### src/hw/rtl/rat_pkg.sv
// ----------------------------------------------------------------------------
// rat_pkg
// Shared types and constants of the row activation tracker.
// ----------------------------------------------------------------------------
package rat_pkg;

   localparam int BANKS      = 32;
   localparam int ENTRIES    = 16;
   localparam int ROWS       = 131072;
   localparam int COUNT_BITS = 16;

   localparam int BANK_W  = 5;
   localparam int ROW_W   = 17;
   localparam int ENT_W   = $clog2(ENTRIES);
   localparam int BSEL_W  = (BANKS > 1) ? $clog2(BANKS) : 1;
   localparam int RAA_W   = 8;
   localparam int ATH_W   = 16;
   localparam int CSR_W   = 16;
   localparam int CSR_A_W = 1;

   localparam logic [CSR_A_W-1:0] CSR_ACT_THRESH = 1'b0;
   localparam logic [CSR_A_W-1:0] CSR_RFM_THRESH = 1'b1;

   localparam logic [COUNT_BITS-1:0] COUNT_MAX = '1;

   // one table slot: valid, tag, count
   localparam int SLOT_W = 1 + ROW_W + COUNT_BITS;
   // per-bank row: all slots plus max, min pointers and activation counter
   localparam int BROW_W = ENTRIES * SLOT_W + 2 * ENT_W + RAA_W;

   typedef struct packed {
      logic                  vld;
      logic [ROW_W-1:0]      tag;
      logic [COUNT_BITS-1:0] cnt;
   } slot_type;

   typedef struct packed {
      slot_type [ENTRIES-1:0] slot;
      logic [ENT_W-1:0]       max_e;
      logic [ENT_W-1:0]       min_e;
      logic [RAA_W-1:0]       raa;
   } brow_type;

   typedef enum logic [2:0] {
      ST_IDLE,
      ST_CLEAR,
      ST_READ,
      ST_UPDATE,
      ST_CHECK,
      ST_LEVEL,
      ST_WRITE,
      ST_OUT
   } state_type;

   typedef struct packed {
      logic                  fire;
      logic [BANK_W-1:0]     bank;
      logic [ROW_W-1:0]      row;
   } refresh_type;

endpackage

### src/hw/rtl/rat_search.sv
// ----------------------------------------------------------------------------
// rat_search
// Lowest-index min and max search over the slots of one bank, registered.
// ----------------------------------------------------------------------------
module rat_search (
   input  logic                        clock,
   input  rat_pkg::brow_type           row_in,
   output logic [rat_pkg::ENT_W-1:0]   min_idx,
   output logic [rat_pkg::ENT_W-1:0]   max_idx
);
   import rat_pkg::*;

   // combinational tree, result registered: level 0 leaves, reduce pairwise
   localparam int LVL = ENT_W;

   logic [ENT_W-1:0] mn_t [LVL+1][ENTRIES];
   logic [ENT_W-1:0] mx_t [LVL+1][ENTRIES];
   logic [ENT_W-1:0] mn_ff, mx_ff;

   always_comb begin
      for (int i = 0; i < ENTRIES; i++) begin
         mn_t[0][i] = ENT_W'(i);
         mx_t[0][i] = ENT_W'(i);
      end
      for (int l = 1; l <= LVL; l++) begin
         for (int i = 0; i < ENTRIES; i++) begin
            mn_t[l][i] = mn_t[l-1][i];
            mx_t[l][i] = mx_t[l-1][i];
         end
         for (int i = 0; i < (ENTRIES >> l); i++) begin
            mn_t[l][i] = (row_in.slot[mn_t[l-1][2*i+1]].cnt
                          < row_in.slot[mn_t[l-1][2*i]].cnt)
                         ? mn_t[l-1][2*i+1] : mn_t[l-1][2*i];
            mx_t[l][i] = (row_in.slot[mx_t[l-1][2*i+1]].cnt
                          > row_in.slot[mx_t[l-1][2*i]].cnt)
                         ? mx_t[l-1][2*i+1] : mx_t[l-1][2*i];
         end
      end
   end

   always_ff @(posedge clock) begin
      mn_ff <= mn_t[LVL][0];
      mx_ff <= mx_t[LVL][0];
   end

   assign min_idx = mn_ff;
   assign max_idx = mx_ff;

endmodule

### config.mk
export PLATFORM = sky130hd
export DESIGN_NAME = rat_search
export DESIGN_NICKNAME = d
export VERILOG_FILES = /design/src/hw/rtl/rat_pkg.sv /design/src/hw/rtl/rat_search.sv
export SDC_FILE = /design/constraint.sdc
export NUM_CORES = 1
export LEC_CHECK = 0
export ABC_AREA = 1
export BUFFER_PORTS_ARGS = -buffer_cell sky130_fd_sc_hd__buf_2
export CORE_UTILIZATION = 38
export DETAILED_ROUTE_END_ITERATION = 8
export GPL_TIMING_DRIVEN = 1
export HOLD_SLACK_MARGIN = 0.08
export SLEW_MARGIN = 25
export SYNTH_ARGS = -nofsm -noshare
export SYNTH_HDL_FRONTEND = slang
export SYNTH_SLANG_ARGS = --single-unit
### constraint.sdc
create_clock -name clock -period 11.09 [get_ports clock]
set_input_delay 1.6635 -clock clock [delete_from_list [all_inputs] [get_ports clock]]
set_output_delay 1.6635 -clock clock [all_outputs]
set_load 0.05 [all_outputs]
---- Word level (Yosys, flattened, before mapping) ----
Cells that the tools add are included.
word-level totals
  output and inout port bits .............. 8
  input bits .............................. 561
  logic and storage cells ................. 146
  register bits after elaboration ......... 8
operators by class
  order comparisons ....................... 58
  muxes and demuxes ....................... 86
operator list
  kind                  count
  $bmux W34 S4          28
  $mux W16              28
  $gt A16 B16 Y1        15
  $lt A16 B16 Y1        15
  $lt A4 B5 Y1 const B  14
  $lt A3 B5 Y1 const B  8
  $lt A2 B5 Y1 const B  4
  $mux W1               16
  $mux W2               8
  $mux W3               4
  $lt A1 B5 Y1 const B  2
  $mux W4               2

---- Logic depth before layout (Yosys ltp) ----
  word-level depth ........................ 14
  gate-level depth with buffers ........... 59
  gate-level depth less buffers ........... 55

---- Worst setup path before layout ----
Ideal clock, no wire load.
  kind .................................... input port to flip-flop
  from .................................... input port row_in[27] (netlist name)
  to ...................................... register mx_ff[1], in the netlist max_idx[1]
  setup slack ............................. 1.773 ns
  cell stages on the path ................. 50
  path buffers ............................ 6
  setup time .............................. 0.129 ns
  arrival time ............................ 9.188 ns
  cell sequence ........................... inv_1 ha_1 a21oi_1 o21ai_1 a21oi_1 nand2_1 clkbuf_1 nand2_1 clkbuf_1 clkbuf_1 o21ai_0 ha_1 inv_1 nor2_1 nor2_1 nor2_1 a211oi_1 o221a_2 [14 not listed] o21ai_1 nand2_1 nand2_1 clkbuf_1 clkbuf_1 clkbuf_1 o21ai_0 a31oi_1 ha_1 nand2_1 inv_1 a221oi_1 o221ai_1 a221o_1 o21ai_0 inv_1 nand2_1 o21ai_0
RTL lines
  what                  line              RTL
  from (decl)           rat_search.sv:7   input rat_pkg::brow_type row_in,
  to (signal assigned)  rat_search.sv:43  mx_ff <= mx_t[LVL][0];
  to (decl)             rat_search.sv:18  logic [ENT_W-1:0] mn_ff, mx_ff;

==> impl_results.md <==
* Status: completed
* Layout cells sized above 1 at 0.1236
* Largest cells by area after synthesis: ha_1 (23%), o21ai_0 (14%), nand2_1 (14%), a21oi_1 (13%), inv_1 (7.2%)
* Row count at 80
* Drt first pass iters at 6
* Port Buffers at between 200 and 300
* Core Region at approximately 48000 sq um
* Max VDD drop at 238.3 uV
* CP dominant cell by count: nand2_1
* Slew @ Worst Pin at slightly above 900 ps
* Worst Path Required at 11200 ps
* RSZ-0062 raised after global routing: no
* Synth Register Bits at 8
* Mean area per synthesized cell at between 5 and 6 sq um
* Power share of the combinational group at 0.981
* Synth Instances at 3332
* Post-Syn Area at 18630 sq um
* Clock slew at reported path FFs at 30 ps
* Crit path max-delay cell type: a31oi_1
* MaxCap Viol Count at 0
* DRC violations left at 0
* Setup-failing EPs final at 0
* Post-route ant nets at 0
* Clk pwr share at 0.009
* DP Wirelength at about 69000 microns
* Largest net degree at the start of global routing at roughly 110
* CP Capture Type: flop
* Synth unique cells at 44
* Setup TNS at 0 ps
* Slew Viols, Final at 0
* Largest area contributor in the netlist: ha_1
* Initial Util at 0.3878
* Num CTS Buffers at 3
* Worst Path Max Fanout at 56
* Vias post-DR at 24340
* Slew HR at 0.3753
* # clock sinks at 8
* Setup ws final at 610.2 ps
* Nets@finish at about 4400
* Initial DRC Count at roughly 3300
* Final hold vios at 0
* WS Path Type: input port to flop
* Die H at 223.4 microns
* Fin crit share at 0.9450
* Highest Clock Rate at 0.09542 GHz
* Layout area overhead at 12.54%
* Hold/Removal Path Class: flop to primary output
* H-tree Lvls at 1
* DRT Wirelength at 82990 microns
* Pwr dens at roughly 310 nW/um^2
* Crit start category: input port
* Arr. time, crit path at 10590 ps
* EDFF count, synth at 0
* Seq/Total Area, Yosys at 0.008595
* Yosys top cell area share at 0.2317
* Chip Width at 223.4 microns
* Asr flop ratio synth at 0
* Leakage at 10.69 nW
* Total track usage at 0.3206
* Initial antenna violation count at 7
* GR Overflow Total at 0
* Sw Share at 0.6515
* Internal power at 2.238 mW
* Die area at 49920 sq um
* Post-synth top flop: dfxtp_1
* Multi-input logic area at 16410 sq um
* Pre-CTS setup slack at 70.99 ps
* YS warnings at 0
* Pwr Total at ~6.4 mW
* CTS Hold Bufs at 0
* Number of I/O pins at 569
* Post-synth net total at 4238
* Sw Pwr at roughly 4.2 mW
* Vias per inst at between 5 and 6
* Sequential Area at ~160 sq um
* Post-DR wirelength/cell at 20.13 microns
* # fillers at around 5400
* Seq pwr share at 0.009
* Clk buf depth at 2
* CP max stage delay at 390 ps
* Min cycle time layout at 10480 ps
* Clk root buf: clkbuf_16
* Vias in the first global route at 20720
* CTS tree: done
* First-pass GRT wire length at 125000 microns
* Final GP Congestion at between 1 and 1.5
* WHS at 2375 ps
[cells in the mapped netlist (15+ instances only)]
master	instances
a31oi_1	22
o21ai_1	16
o32ai_1	21
ha_1	345
nand2_2	20
nor2_1	196
nand2_1	706
a211oi_1	27
o21ai_0	537
a21oi_1	481
o21bai_1	24
clkbuf_1	172
inv_1	359
o211ai_1	116
nand3_1	95
nand4_1	17
o32a_1	15
o31ai_1	43
[path summary, 6_finish.rpt]
| path | slack, ps | depth (start not counted) | startpoint | endpoint |
|---|---|---|---|---|
| worst min-delay path | 2380 | 1 | max_idx[0]$_DFF_P_ | max_idx[0] |
| worst max-delay path | 610 | 46 | row_in[235] | max_idx[1]$_DFF_P_ |
[power by group through the flow]
| stage | logic (mW) | registers, mW | clock network (mW) |
|---|---|---|---|
| floorplan | 4.08 | 0.114 | 0 |
| global placement | 6.01 | 0.0604 | 0 |
| detailed placement | 6.06 | 0.0607 | 0 |
| CTS | 6.08 | 0.0604 | 0.0606 |
| global route | 6.99 | 0.0612 | 0.0611 |
| finish | 6.30 | 0.0599 | 0.0593 |
[through the flow]
stage | std cells | instance area (sq um) | util
2_1_floorplan | 3332 | 18630 | -
3_3_place_gp | 4103 | 20710 | 0.4310
3_5_place_dp | 4103 | 20710 | 0.4310
4_1_cts | 4106 | 20780 | 0.4326
5_1_grt | 4121 | 20970 | 0.4364
6_report | 4122 | 20970 | 0.4364
[cell usage in the layout, fill, tap and decap left out, types with 4 or more instances in the layout]
cell / synthesis / final
o21ai_0: 537 / 535
clkinvlp_4: 0 / 5
a32o_1: 10 / 10
buf_4: 0 / 85
o32ai_1: 21 / 19
a21oi_1: 481 / 481
o21a_1: 8 / 8
o221ai_1: 5 / 5
nand2_4: 9 / 10
nor4_1: 6 / 6
clkinv_1: 6 / 4
a31oi_1: 22 / 22
o211ai_1: 116 / 116
inv_2: 8 / 10
a221oi_1: 6 / 6
o221a_2: 4 / 4
buf_12: 0 / 4
a211oi_1: 27 / 27
o31ai_1: 43 / 43
dfxtp_1: 8 / 8
nand2_2: 20 / 22
ha_1: 345 / 345
nor3_1: 11 / 11
nand3_1: 95 / 95
buf_2: 13 / 264
nor2_1: 196 / 196
nand2_1: 706 / 702
o21bai_1: 24 / 24
o32a_1: 15 / 15
clkbuf_16: 0 / 4
o21ai_2: 3 / 7
inv_1: 359 / 354
o21ai_1: 16 / 13
nand4_1: 17 / 17
diode_2: 0 / 5
[kinds of logic after synthesis]
group                      share of synthesized area
AOI/OAI and AO/OA                             0.4097
and+or+nand+nor                               0.2356
adders and majority gates                     0.2317
buffers and inverters                         0.1145
DFF                                         0.008595
[worst max-delay path: cells and delay by family]
family,cells,cell delay (ps)
simple gates,17,2590
buf+inv,10,1810
fa+ha+maj,4,1310
compound gates,15,3210
[sequential cells by signal, summed over array words and instances (netlist names)]
name and count:
max_idx 4, min_idx 4
[what timing repair did]
action,CTS,global route
gates resized for setup,0,19
endpoints found under the setup margin,0,4
setup buffers,0,9
[cell type report]
class                           instances  share of cell area
Inverter                              373             0.06766
Sequential cell                         8            0.007638
Timing Repair Buffer                  357              0.1008
Timing Repair inverter                  1           0.0002387
Tap cell                              615             0.03670
Antenna cell                            5           0.0005967
Multi-Input combinational cell       2760              0.7827
Clock buffer                            3            0.003580
[metal layers]
metal	wire, microns	vias to the layer above	GRT usage
met3	9842	57	0.04333
met5	8	-	0
met4	1208	2	0.04485
met2	30930	1363	0.4306
met1	41000	10840	0.5267
li1	-	12080	-
No activity file was read; power rests on OpenSTA's default activity.
