===== src/hw/rtl/rat_ram.sv =====
// ----------------------------------------------------------------------------
// rat_ram
// Generic single-port RAM with registered read.
// ----------------------------------------------------------------------------
module rat_ram #(
   parameter int WIDTH = 8,
   parameter int DEPTH = 4
) (
   input  logic                     clock,
   input  logic                     wr_en,
   input  logic [$clog2(DEPTH)-1:0] addr,
   input  logic [WIDTH-1:0]         wr_data,
   output logic [WIDTH-1:0]         rd_data
);

   logic [WIDTH-1:0] mem_ff [DEPTH];
   logic [WIDTH-1:0] rd_ff;

   always_ff @(posedge clock) begin
      if (wr_en) begin
         mem_ff[addr] <= wr_data;
      end
      rd_ff <= mem_ff[addr];
   end

   assign rd_data = rd_ff;

endmodule


===== config.mk =====
export PLATFORM = sky130hd
export DESIGN_NAME = rat_ram
export DESIGN_NICKNAME = d
export VERILOG_FILES = /design/src/hw/rtl/rat_ram.sv
export SDC_FILE = /design/constraint.sdc
export NUM_CORES = 1
export LEC_CHECK = 0
export ABC_AREA = 0
export CAP_MARGIN = 20
export CORE_UTILIZATION = 37
export CTS_CLUSTER_SIZE = 20
export DETAILED_ROUTE_END_ITERATION = 6
export DONT_BUFFER_PORTS = 1
export GPL_TIMING_DRIVEN = 0
export PLACE_DENSITY_LB_ADDON = 0.25
export SYNTH_ARGS = -nofsm -noshare
export SYNTH_HDL_FRONTEND = slang
export SYNTH_SLANG_ARGS = --single-unit

===== constraint.sdc =====
create_clock -name clock -period 1.4 [get_ports clock]
set_input_delay 0.07 -clock clock [delete_from_list [all_inputs] [get_ports clock]]
set_output_delay 0.07 -clock clock [all_outputs]
set_load 0.1 [all_outputs]

# == Yosys cells after proc, flatten, opt, wreduce, memory -nomap -nowiden ==
# Memories as Yosys holds them, arrays and structs flattened. A register that Yosys moved wholly into a read port is not among the register bits.
# Index checks and enable logic that the tools add are counted.
# op_classes
mux,2
# ops
operator,count
$mux 1,2
# totals
word_cells,3
memories,1
register_bits,0
out_inout_bits,8
mem_bits_rw,32
input_bits,12
# mem_list
memory,depth,word_bits,read_ports,rd_ports_with_merged_regs,wr,line_no,source
mem_ff,4,8,1,1,1,16,logic [WIDTH-1:0] mem_ff [DEPTH];

# == Logic depth before layout (Yosys ltp) ==
# Gate-level depths: netlist of run 1.
# logic_depth
depth_word,2
mapped_depth,2

# == Worst setup path after synthesis of run 1 ==
# OpenSTA, ideal clock, no wires.
# synth_path
path_type,input-to-reg
from,input port addr[1]
to,"memory mem_ff[0][0], enable pin"
t_required_ns,1.015
arrival_ns,0.926
setup_slack_ns,0.088
path_stages,2
setup_time_ns,0.385
path_cell_list,buf_2 nor3b_1
# synth_rtl
item,line_no,source
from (decl),11,"input logic [$clog2(DEPTH)-1:0] addr,"
to (decl),16,
# Straight into the memory's write port.

# == Final worst setup path of run 1 ==
# layout_path
from,"register rd_ff[1], in the netlist rd_data[1] (read register of mem_ff)"
to,output port rd_data[1]
# layout_rtl
item,line_no,source
from (decl),17,logic [WIDTH-1:0] rd_ff;
to (decl),13,output logic [WIDTH-1:0] rd_data
# No word-level cell between the ends.

==> results.cfg, run 1 <==
[power_and_ir_drop]
power_density_nw_per_um2 = 1400
p_clk_frac = 0.259
seq_power_share = 0.694
combPwrFrac = 0.048
p_leak_nw = 0.530
intPower_mw = 1.66
vdd_drop_max_uv = 511
p_sw_frac = 0.250
p_switching_mw = 0.554

[logic_synthesis]
synth_mux_area_frac = 0.138
seq_area_frac_synth = 0.824
syn-cell-area_sq_um = 1360
synth-compound-area-share = 0
synth.distinct_cells = 9
async_flop_share = 0
yosysTopAreaCellShare = 0.707
synth_cells = 54
yosysMostFrequentCell = edfxtp_1
synth_top_family_by_area = multiplexers
yosys.area_share.simple = 0.0258
synth_xor_area_frac = 0
syn_nets = 66
synth_common_cells = edfxtp_1 (32), dfxtp_1 (8), mux4_2 (6), and3b_2 (2), mux4_1 (2)
synth_area_leaders = edfxtp_1 (71%), dfxtp_1 (12%), mux4_2 (9.9%)
synth_edf_count = 32
ys_ff_latch = 40
yosys_warnings = 0
synth_fa_ha_area_frac = 0
synth.largest_area_cell = edfxtp_1
synth_top_flop_cell = edfxtp_1
syn_area_per_cell_sq_um = 25.2

[routing]
vias_per_cell = 4.77
first_iter_violations = 9
wl_per_cell_um = 15.1
routed_wl_um = 1800
post-route-drc-count = 0
detail-route-antenna-nets = 0
first_pass_iters = 4
vias = 568

[sta]
period_minus_slack_ns = 1.36
finClkSkew_ns = 0.00381
fmax_ghz = 0.734
fin_crit_sh = 0.973
slew_headroom = 0.369
rsz0062_at_grt = false
drv_slew = 0
tns_ns = 0
setup_viol = 0
tightest_slew_ns = 0.945
finalHoldViolations = 0

[job]
max_cap_violations = 0

[worst_setup_path]
critPathMaxFanout = 1
worstSetupPathType = register to output port
cp.required_ns = 1.33
crit_arrival_ns = 1.29
end_kind = output port
cp-start-kind = register

[grt]
grt_use_total = 0.108
grt_pass1_vias = 610
antenna_found_initial = 0
overflow = 0
grt_pass1_wl_um = 2850
grt_max_degree = 12

[floorplanning]
start_util = 0.398
die_x_um = 62.6
boundaryPins = 20
rows = 21
die-area_sq_um = 3920
core-area_sq_um = 3420
die_h_um = 62.6

[layout]
areaGrowthSynthToFinish_pct = 16.5
fillers = 297
layout.nets = 84
antenna_cells = 0
utilization = 0.464
drive_gt1_frac = 0.247

[run_status]
status = finished, final reports clean

[clock_tree]
cts_resized = 0
clockBufferDepth = 2
clkSinkCount = 40
insertion_delay_ns = 0.33
cts-root-buf = clkbuf_4
ctsHtreeMaxLevel = 2
cts_tree = built
ctsHoldBuffers = 10
clk_pin_slew_ns = 0.10
post_cts.repair.setup_buffers = 0
cts_buffers = 5

[hold_path]
hp-class = input port to register

[placement]
finalWeightedCongestion = 0.585
hpwlAfterDp_um = 1170
port_buffers = 0
area by class of cell:
cell class              instances  area, sq um  share of cell area
flip-flops and latches         40         1120               0.708
repair buffers                 11          108              0.0679
plain buffers                   2         16.3              0.0103
clock buffers                   8         58.8              0.0371
well taps                      46         57.6              0.0363
multi-input cells              12          223               0.141
cells in the final DEF (no fill, tap or decap), drive strengths merged:
master and n:
and3b 2, nor3b 1, mux4 8, dfxtp 8, dlygate4sd3 10, and3 1
clkbuf 8, buf 3, edfxtp 32
stage by stage:
| step | cells | power [mW] | worst slack, ns | hold WS (ns) | area, sq um |
|---|---|---|---|---|---|
| after floorplan | 54 | 1.62 | 0.0885 | 0.169 | 1360 |
| after global placement | 100 | 1.64 | -0.363 | 0.169 | 1420 |
| after detailed placement | 101 | 1.64 | -0.117 | 0.169 | 1430 |
| after CTS | 119 | 2.25 | 0.0215 | 0.112 | 1580 |
| after global routing | 119 | 2.30 | 0.00591 | 0.117 | 1580 |
| final | 119 | 2.22 | 0.0385 | 0.121 | 1580 |
registers in the layout, summed over array words and instances, names as in the netlist:
| signal | flops |
|---|---|
| mem_ff | 32 |
| rd_data | 8 |
per-layer routing:
| layer | part of all wire | track usage |
|---|---|---|
| met5 | 0 | 0 |
| met2 | 0.56 | 0.193 |
| met4 | 0.027 | 0.0785 |
| met1 | 0.35 | 0.0948 |
| met3 | 0.056 | 0.0456 |
worst paths after layout:
| kind | startpoint | slack (ns) | depth (start not counted) | endpoint |
|---|---|---|---|---|
| worst max register to register | mem_ff[1][0]$_DFFE_PP_ | 0.42 | 1 | rd_data[0]$_DFF_P_ |
| worst max-delay path | rd_data[1]$_DFF_P_ | 0.04 | 0 | rd_data[1] |
| worst min-delay path | wr_en | 0.12 | 1 | mem_ff[0][6]$_DFFE_PP_ |
| worst min register to register | mem_ff[0][7]$_DFFE_PP_ | 0.55 | 1 | rd_data[7]$_DFF_P_ |
power groups by stage:
| stage | clock [mW] | combinational (mW) | sequential (mW) |
|---|---|---|---|
| after global placement | 0 | 0.0739 | 1.56 |
| after detailed placement | 0 | 0.0769 | 1.57 |
| after global routing | 0.638 | 0.116 | 1.54 |
| after CTS | 0.601 | 0.109 | 1.54 |
| after floorplan | 0 | 0.0609 | 1.56 |
| final | 0.574 | 0.106 | 1.54 |
cells by family (layout without fill, tap and decap cells):
| logic type | count (synthesis) | in the layout |
|---|---|---|
| buf+inv | 2 | 21 |
| flops | 40 | 40 |
| mux | 8 | 8 |
| simple gates | 4 | 4 |
(Power assumes the default switching activity.)
==> inputs of run 2 (changes only) <==
CORE_ASPECT_RATIO = 1.2   (was default)
CTS_BUF_LIST = sky130_fd_sc_hd__clkbuf_16   (was default)
==> run 2 against run 1 <==
The run now ends with DRC left. Sequential power is essentially flat. Non-clock buffer count shrank 1. Combinational power is essentially flat. Largest cell class unchanged. Power grew 22%. Worst hold slack lost 0.11 ns. Sequential share of layout area shrank 2.5 points. Utilization grew 1.6 points. Global-route usage grew 1.4 points. Fmax grew 5.9%. Flip-flop and latch count is the same. Count of clock-buffer cells in the layout shrank 3.
==> results.cfg, run 2 (same netlist as run 1, synthesis figures left out) <==
[layout]
antenna_cells = 0
final_common_cell = edfxtp_1
utilization = 0.480
drive_gt1_frac = 0.264
regMostFlops = mem_ff
areaGrowthSynthToFinish_pct = 20.8
layout.nets = 83
final_cell_mix = edfxtp_1 (32), dlygate4sd3_1 (9), dfxtp_1 (8), mux4_2 (6), clkbuf_16 (5)
largest_reg_flops = 32
fin_area_sq_um = 1640

[worst_setup_path]
critPathLaunch = rd_data[4]$_DFF_P_
critPathMaxFanout = 1
end_kind = output port
cp-start-kind = register
worstSetupPathType = register to output port
crit_arrival_ns = 1.22
cp.required_ns = 1.33
r2r_start = mem_ff[1][7]$_DFFE_PP_
rr_endpoint = rd_data[7]$_DFF_P_
r2r_setup_slack_ns = 0.41
worst-r2r-cell-count = 1

[floorplanning]
die_x_um = 57.3
core-area_sq_um = 3420
die-area_sq_um = 3920
start_util = 0.397
boundaryPins = 20
die_h_um = 68.4
rows = 23

[grt]
antenna_found_initial = 0
grt_max_degree = 13
grt_pass1_wl_um = 3120
grt_pass1_vias = 573
overflow = 0
grt_use_total = 0.122

[sta]
setup_viol = 0
drv_slew = 0
fin_crit_sh = 0.919
tightest_slew_ns = 0.939
finalHoldViolations = 0
rsz0062_at_grt = false
period_minus_slack_ns = 1.29
finClkSkew_ns = 0.00357
slew_headroom = 0.373
fmax_ghz = 0.778

[hold_path]
worstHoldStart = addr[0]
whs_path_depth = 1
hp-class = input port to register
hold_end = rd_data[7]$_DFF_P_

[routing]
vias_per_cell = 5.14
detail-route-antenna-nets = 0
post-route-drc-count = 2
first_pass_iters = 6
wl_per_cell_um = 18.5
first_iter_violations = 21
routed_wl_um = 2020
vias = 560

[clock_tree]
insertion_delay_ns = 0.28
cts_tree = built
clockBufferDepth = 2
cts-root-buf = clkbuf_16
ctsHtreeMaxLevel = 2
clk_pin_slew_ns = 0.06
clkSinkCount = 40
cts_buffers = 5
post_cts.repair.setup_buffers = 0

[placement]
finalWeightedCongestion = 0.617
place_area_sq_um = 1410
hpwlAfterDp_um = 1240
port_buffers = 0

[run_status]
status = complete, but fails checks
failed_checks = DRC

[power_and_ir_drop]
p_leak_nw = 0.564
power_density_nw_per_um2 = 1640
vdd_drop_max_uv = 960

[job]
max_cap_violations = 0
run 2: where the power goes:
| group | leakage, nW | switching (mW) | total (mW) | internal (mW) |
|---|---|---|---|---|
| sequential | 0.361 | 0.185 | 1.54 | 1.36 |
| combinational | 0.132 | 0.0455 | 0.105 | 0.0593 |
| clock | 0.0710 | 0.409 | 1.05 | 0.646 |
| total | 0.564 | 0.639 | 2.70 | 2.06 |
run 2: timing repair:
item | in CTS | in global routing
hold endpoints to repair | 34 | 0
hold buffers | 9 | 0
endpoints found under the setup margin | 0 | 0
resized for setup | 0 | 0
run 2: per-stage QoR:
stage / setup WS [ns] / hold slack, ns / total power [mW] / instances / setup TNS (ns)
3_5_place_dp: -0.0763 / 0.169 / 1.64 / 92 / -0.380
5_1_grt: 0.0910 / 0.0127 / 2.79 / 109 / 0
3_3_place_gp: -0.398 / 0.169 / 1.64 / 91 / -3.18
2_1_floorplan: 0.0885 / 0.169 / 1.62 / 54 / 0
4_1_cts: 0.104 / 0.000439 / 2.74 / 109 / 0
6_report: 0.114 / 0.00593 / 2.70 / 109 / 0
run 2: area by class of cell:
cell class,instances,area (sq um)
fill,284,1780
sequential,40,1120
multi-input combinational,12,223
clock buffer,5,125
timing repair buffer,10,97.6
tap,37,46.3
buffer,2,16.3
clock inverter,3,13.8
run 2: worst max path at each step:
stage                                         to  cells after the start  slack, ns
after global routing                  rd_data[3]                      0       0.09
after global placement    mem_ff[0][7]$_DFFE_PP_                      2      -0.40
after CTS                             rd_data[4]                      0       0.10
final                                 rd_data[4]                      0       0.11
after detailed placement  mem_ff[0][7]$_DFFE_PP_                      3      -0.08
after floorplan           mem_ff[0][0]$_DFFE_PP_                      2       0.09
run 2: metal layers:
| metal | global-route usage | vias up | routed length, um |
|---|---|---|---|
| li1 | - | 260 | - |
| met5 | 0 | - | 0 |
| met3 | 0.0605 | 2 | 98 |
| met2 | 0.192 | 15 | 1100 |
| met1 | 0.138 | 283 | 810 |
| met4 | 0.0640 | 0 | 12 |
==> inputs of run 3 (changes only) <==
ABC_AREA = 1   (was 0)
==> run 3 against run 2 <==
The flow now finishes without violations. First-iteration DRC count grew 24%. Synthesized cell count grew 130%. Final area grew 9.9%. Critical path type unchanged. Largest cell class unchanged. Largest power group unchanged.
==> results.cfg, run 3 <==
[layout]
regMostFlops = mem_ff
antenna_cells = 0
utilization = 0.462
final_cell_mix = nand2_1 (64), edfxtp_1 (32), nand2_2 (8), dlygate4sd3_1 (8), dfxtp_1 (8)
largest_reg_flops = 32
drive_gt1_frac = 0.156
areaGrowthSynthToFinish_pct = 19.9
layout.nets = 152
final_common_cell = nand2_1

[clock_tree]
cts_buffers = 5
ctsHtreeMaxLevel = 2
cts_tree = built
cts-root-buf = clkbuf_16
clk_pin_slew_ns = 0.05
clkSinkCount = 40
insertion_delay_ns = 0.28
clockBufferDepth = 2
post_cts.repair.setup_buffers = 0

[power_and_ir_drop]
p_switching_mw = 0.675
combPwrFrac = 0.056
intPower_mw = 2.06
p_sw_frac = 0.247
p_clk_frac = 0.382
seq_power_share = 0.562
power_density_nw_per_um2 = 1510
p_leak_nw = 0.736
vdd_drop_max_uv = 782

[grt]
antenna_found_initial = 0
overflow = 0
grt_pass1_vias = 840
grt_max_degree = 12
grt_pass1_wl_um = 4130
grt_use_total = 0.145

[routing]
wl_per_cell_um = 13.3
first_iter_violations = 26
first_pass_iters = 4
vias_per_cell = 4.55
post-route-drc-count = 0
routed_wl_um = 2600
detail-route-antenna-nets = 0
vias = 888

[logic_synthesis]
seq_area_frac_synth = 0.744
synth_common_cells = nand2_1 (64), edfxtp_1 (32), dfxtp_1 (8), nand2_2 (8)
syn_area_per_cell_sq_um = 12.2
synth_area_leaders = edfxtp_1 (64%), nand2_1 (16%), dfxtp_1 (11%)
syn-cell-area_sq_um = 1510
ys_ff_latch = 40
synth.distinct_cells = 12
synth_edf_count = 32
synth_cells = 123
synth_top_flop_cell = edfxtp_1
syn_nets = 135
synth.largest_area_cell = edfxtp_1
yosysTopAreaCellShare = 0.638
yosysMostFrequentCell = nand2_1
async_flop_share = 0
yosys_warnings = 0

[sta]
finalHoldViolations = 0
rsz0062_at_grt = false
whs_ns = 0.0288
fmax_ghz = 0.779
period_minus_slack_ns = 1.28
finClkSkew_ns = 0.00320
fin_crit_sh = 0.917
slew_headroom = 0.375
setup_viol = 0
tightest_slew_ns = 0.936
drv_slew = 0

[hold_path]
hp-class = input port to register
hold_end = rd_data[5]$_DFF_P_
whs_path_depth = 3
worstHoldStart = addr[1]

[worst_setup_path]
rr_endpoint = rd_data[2]$_DFF_P_
crit_arrival_ns = 1.21
cp-start-kind = register
cp.required_ns = 1.33
cp_num_cells = 0
r2r_start = mem_ff[2][2]$_DFFE_PP_
r2r_setup_slack_ns = 0.70
end_kind = output port
worstSetupPathType = register to output port
critPathMaxFanout = 1
worst-r2r-cell-count = 4

[floorplanning]
rows = 25
die_h_um = 71.9
die_x_um = 60.3
start_util = 0.385
die-area_sq_um = 4330
core-area_sq_um = 3910
boundaryPins = 20

[placement]
port_buffers = 0
hpwlAfterDp_um = 1650
finalWeightedCongestion = 0.740

[run_status]
status = finished, final reports clean

[job]
max_cap_violations = 0
[run 3: cell count changes in the layout (fill, tap and decap cells not counted), moves of 2 or more]
cell      change
mux4_2        -6
clkinv_2      -2
and3b_2       -2
nor3_2        +2
nand2_1      +64
nor3_1        +2
inv_1         +3
nand2_2       +8
mux4_1        -2
[run 3: what timing repair did]
action | CTS | global route
hold buffers | 8 | 0
hold endpoints to repair | 32 | 0
gates resized for setup | 0 | 0
[run 3: stage by stage]
| step | power (mW) | TNS, ns | std cells | instance area [sq um] | setup slack, ns |
|---|---|---|---|---|---|
| final | 2.73 | 0 | 195 | 1810 | 0.116 |
| after global routing | 2.83 | 0 | 195 | 1810 | 0.0314 |
| after CTS | 2.77 | 0 | 195 | 1810 | 0.0963 |
| after detailed placement | 1.69 | -2.86 | 179 | 1590 | -0.190 |
| after global placement | 1.68 | -8.00 | 177 | 1570 | -0.464 |
| after floorplan | 1.65 | 0 | 123 | 1510 | 0.0372 |
[run 3: cells by family after synthesis]
group,Yosys count,synth area share
flops,40,0.744
simple gates,76,0.213
buf+inv,7,0.0432
[run 3: worst max-delay path by stage]
stage                             startpoint                     end  slack (ns)
after floorplan                      addr[0]  mem_ff[2][0]$_DFFE_PP_        0.04
after global placement               addr[1]  mem_ff[0][2]$_DFFE_PP_       -0.46
after detailed placement             addr[1]  mem_ff[0][5]$_DFFE_PP_       -0.19
after CTS                            addr[1]  mem_ff[0][4]$_DFFE_PP_         0.1
after global routing                 addr[1]  mem_ff[0][4]$_DFFE_PP_        0.03
final                     rd_data[3]$_DFF_P_              rd_data[3]        0.12
[run 3: power by group through the flow]
| stage | clock network, mW | registers (mW) | logic [mW] |
|---|---|---|---|
| 2_1_floorplan | 0 | 1.56 | 0.0980 |
| 3_3_place_gp | 0 | 1.56 | 0.124 |
| 3_5_place_dp | 0 | 1.56 | 0.131 |
| 4_1_cts | 1.07 | 1.54 | 0.157 |
| 5_1_grt | 1.11 | 1.54 | 0.174 |
| 6_report | 1.04 | 1.53 | 0.154 |
[run 3: layer usage]
layer / wire length [um] / share of wire / track usage / vias up
met3: 143 / 0.055 / 0.0499 / 7
met1: 1050 / 0.40 / 0.166 / 424
met2: 1330 / 0.51 / 0.217 / 22
li1: - / - / - / 435
met5: 0 / 0 / 0 / -
met4: 87 / 0.033 / 0.116 / 0
[run 3: final cells by class]
| class | instances | area [sq um] |
|---|---|---|
| Buffer | 4 | 46.3 |
| Clock buffer | 5 | 125 |
| Clock inverter | 3 | 11.3 |
| Fill cell | 356 | 2100 |
| Inverter | 3 | 18.8 |
| Multi-Input combinational cell | 76 | 320 |
| Sequential cell | 40 | 1120 |
| Tap cell | 54 | 67.6 |
| Timing Repair Buffer | 10 | 95.1 |
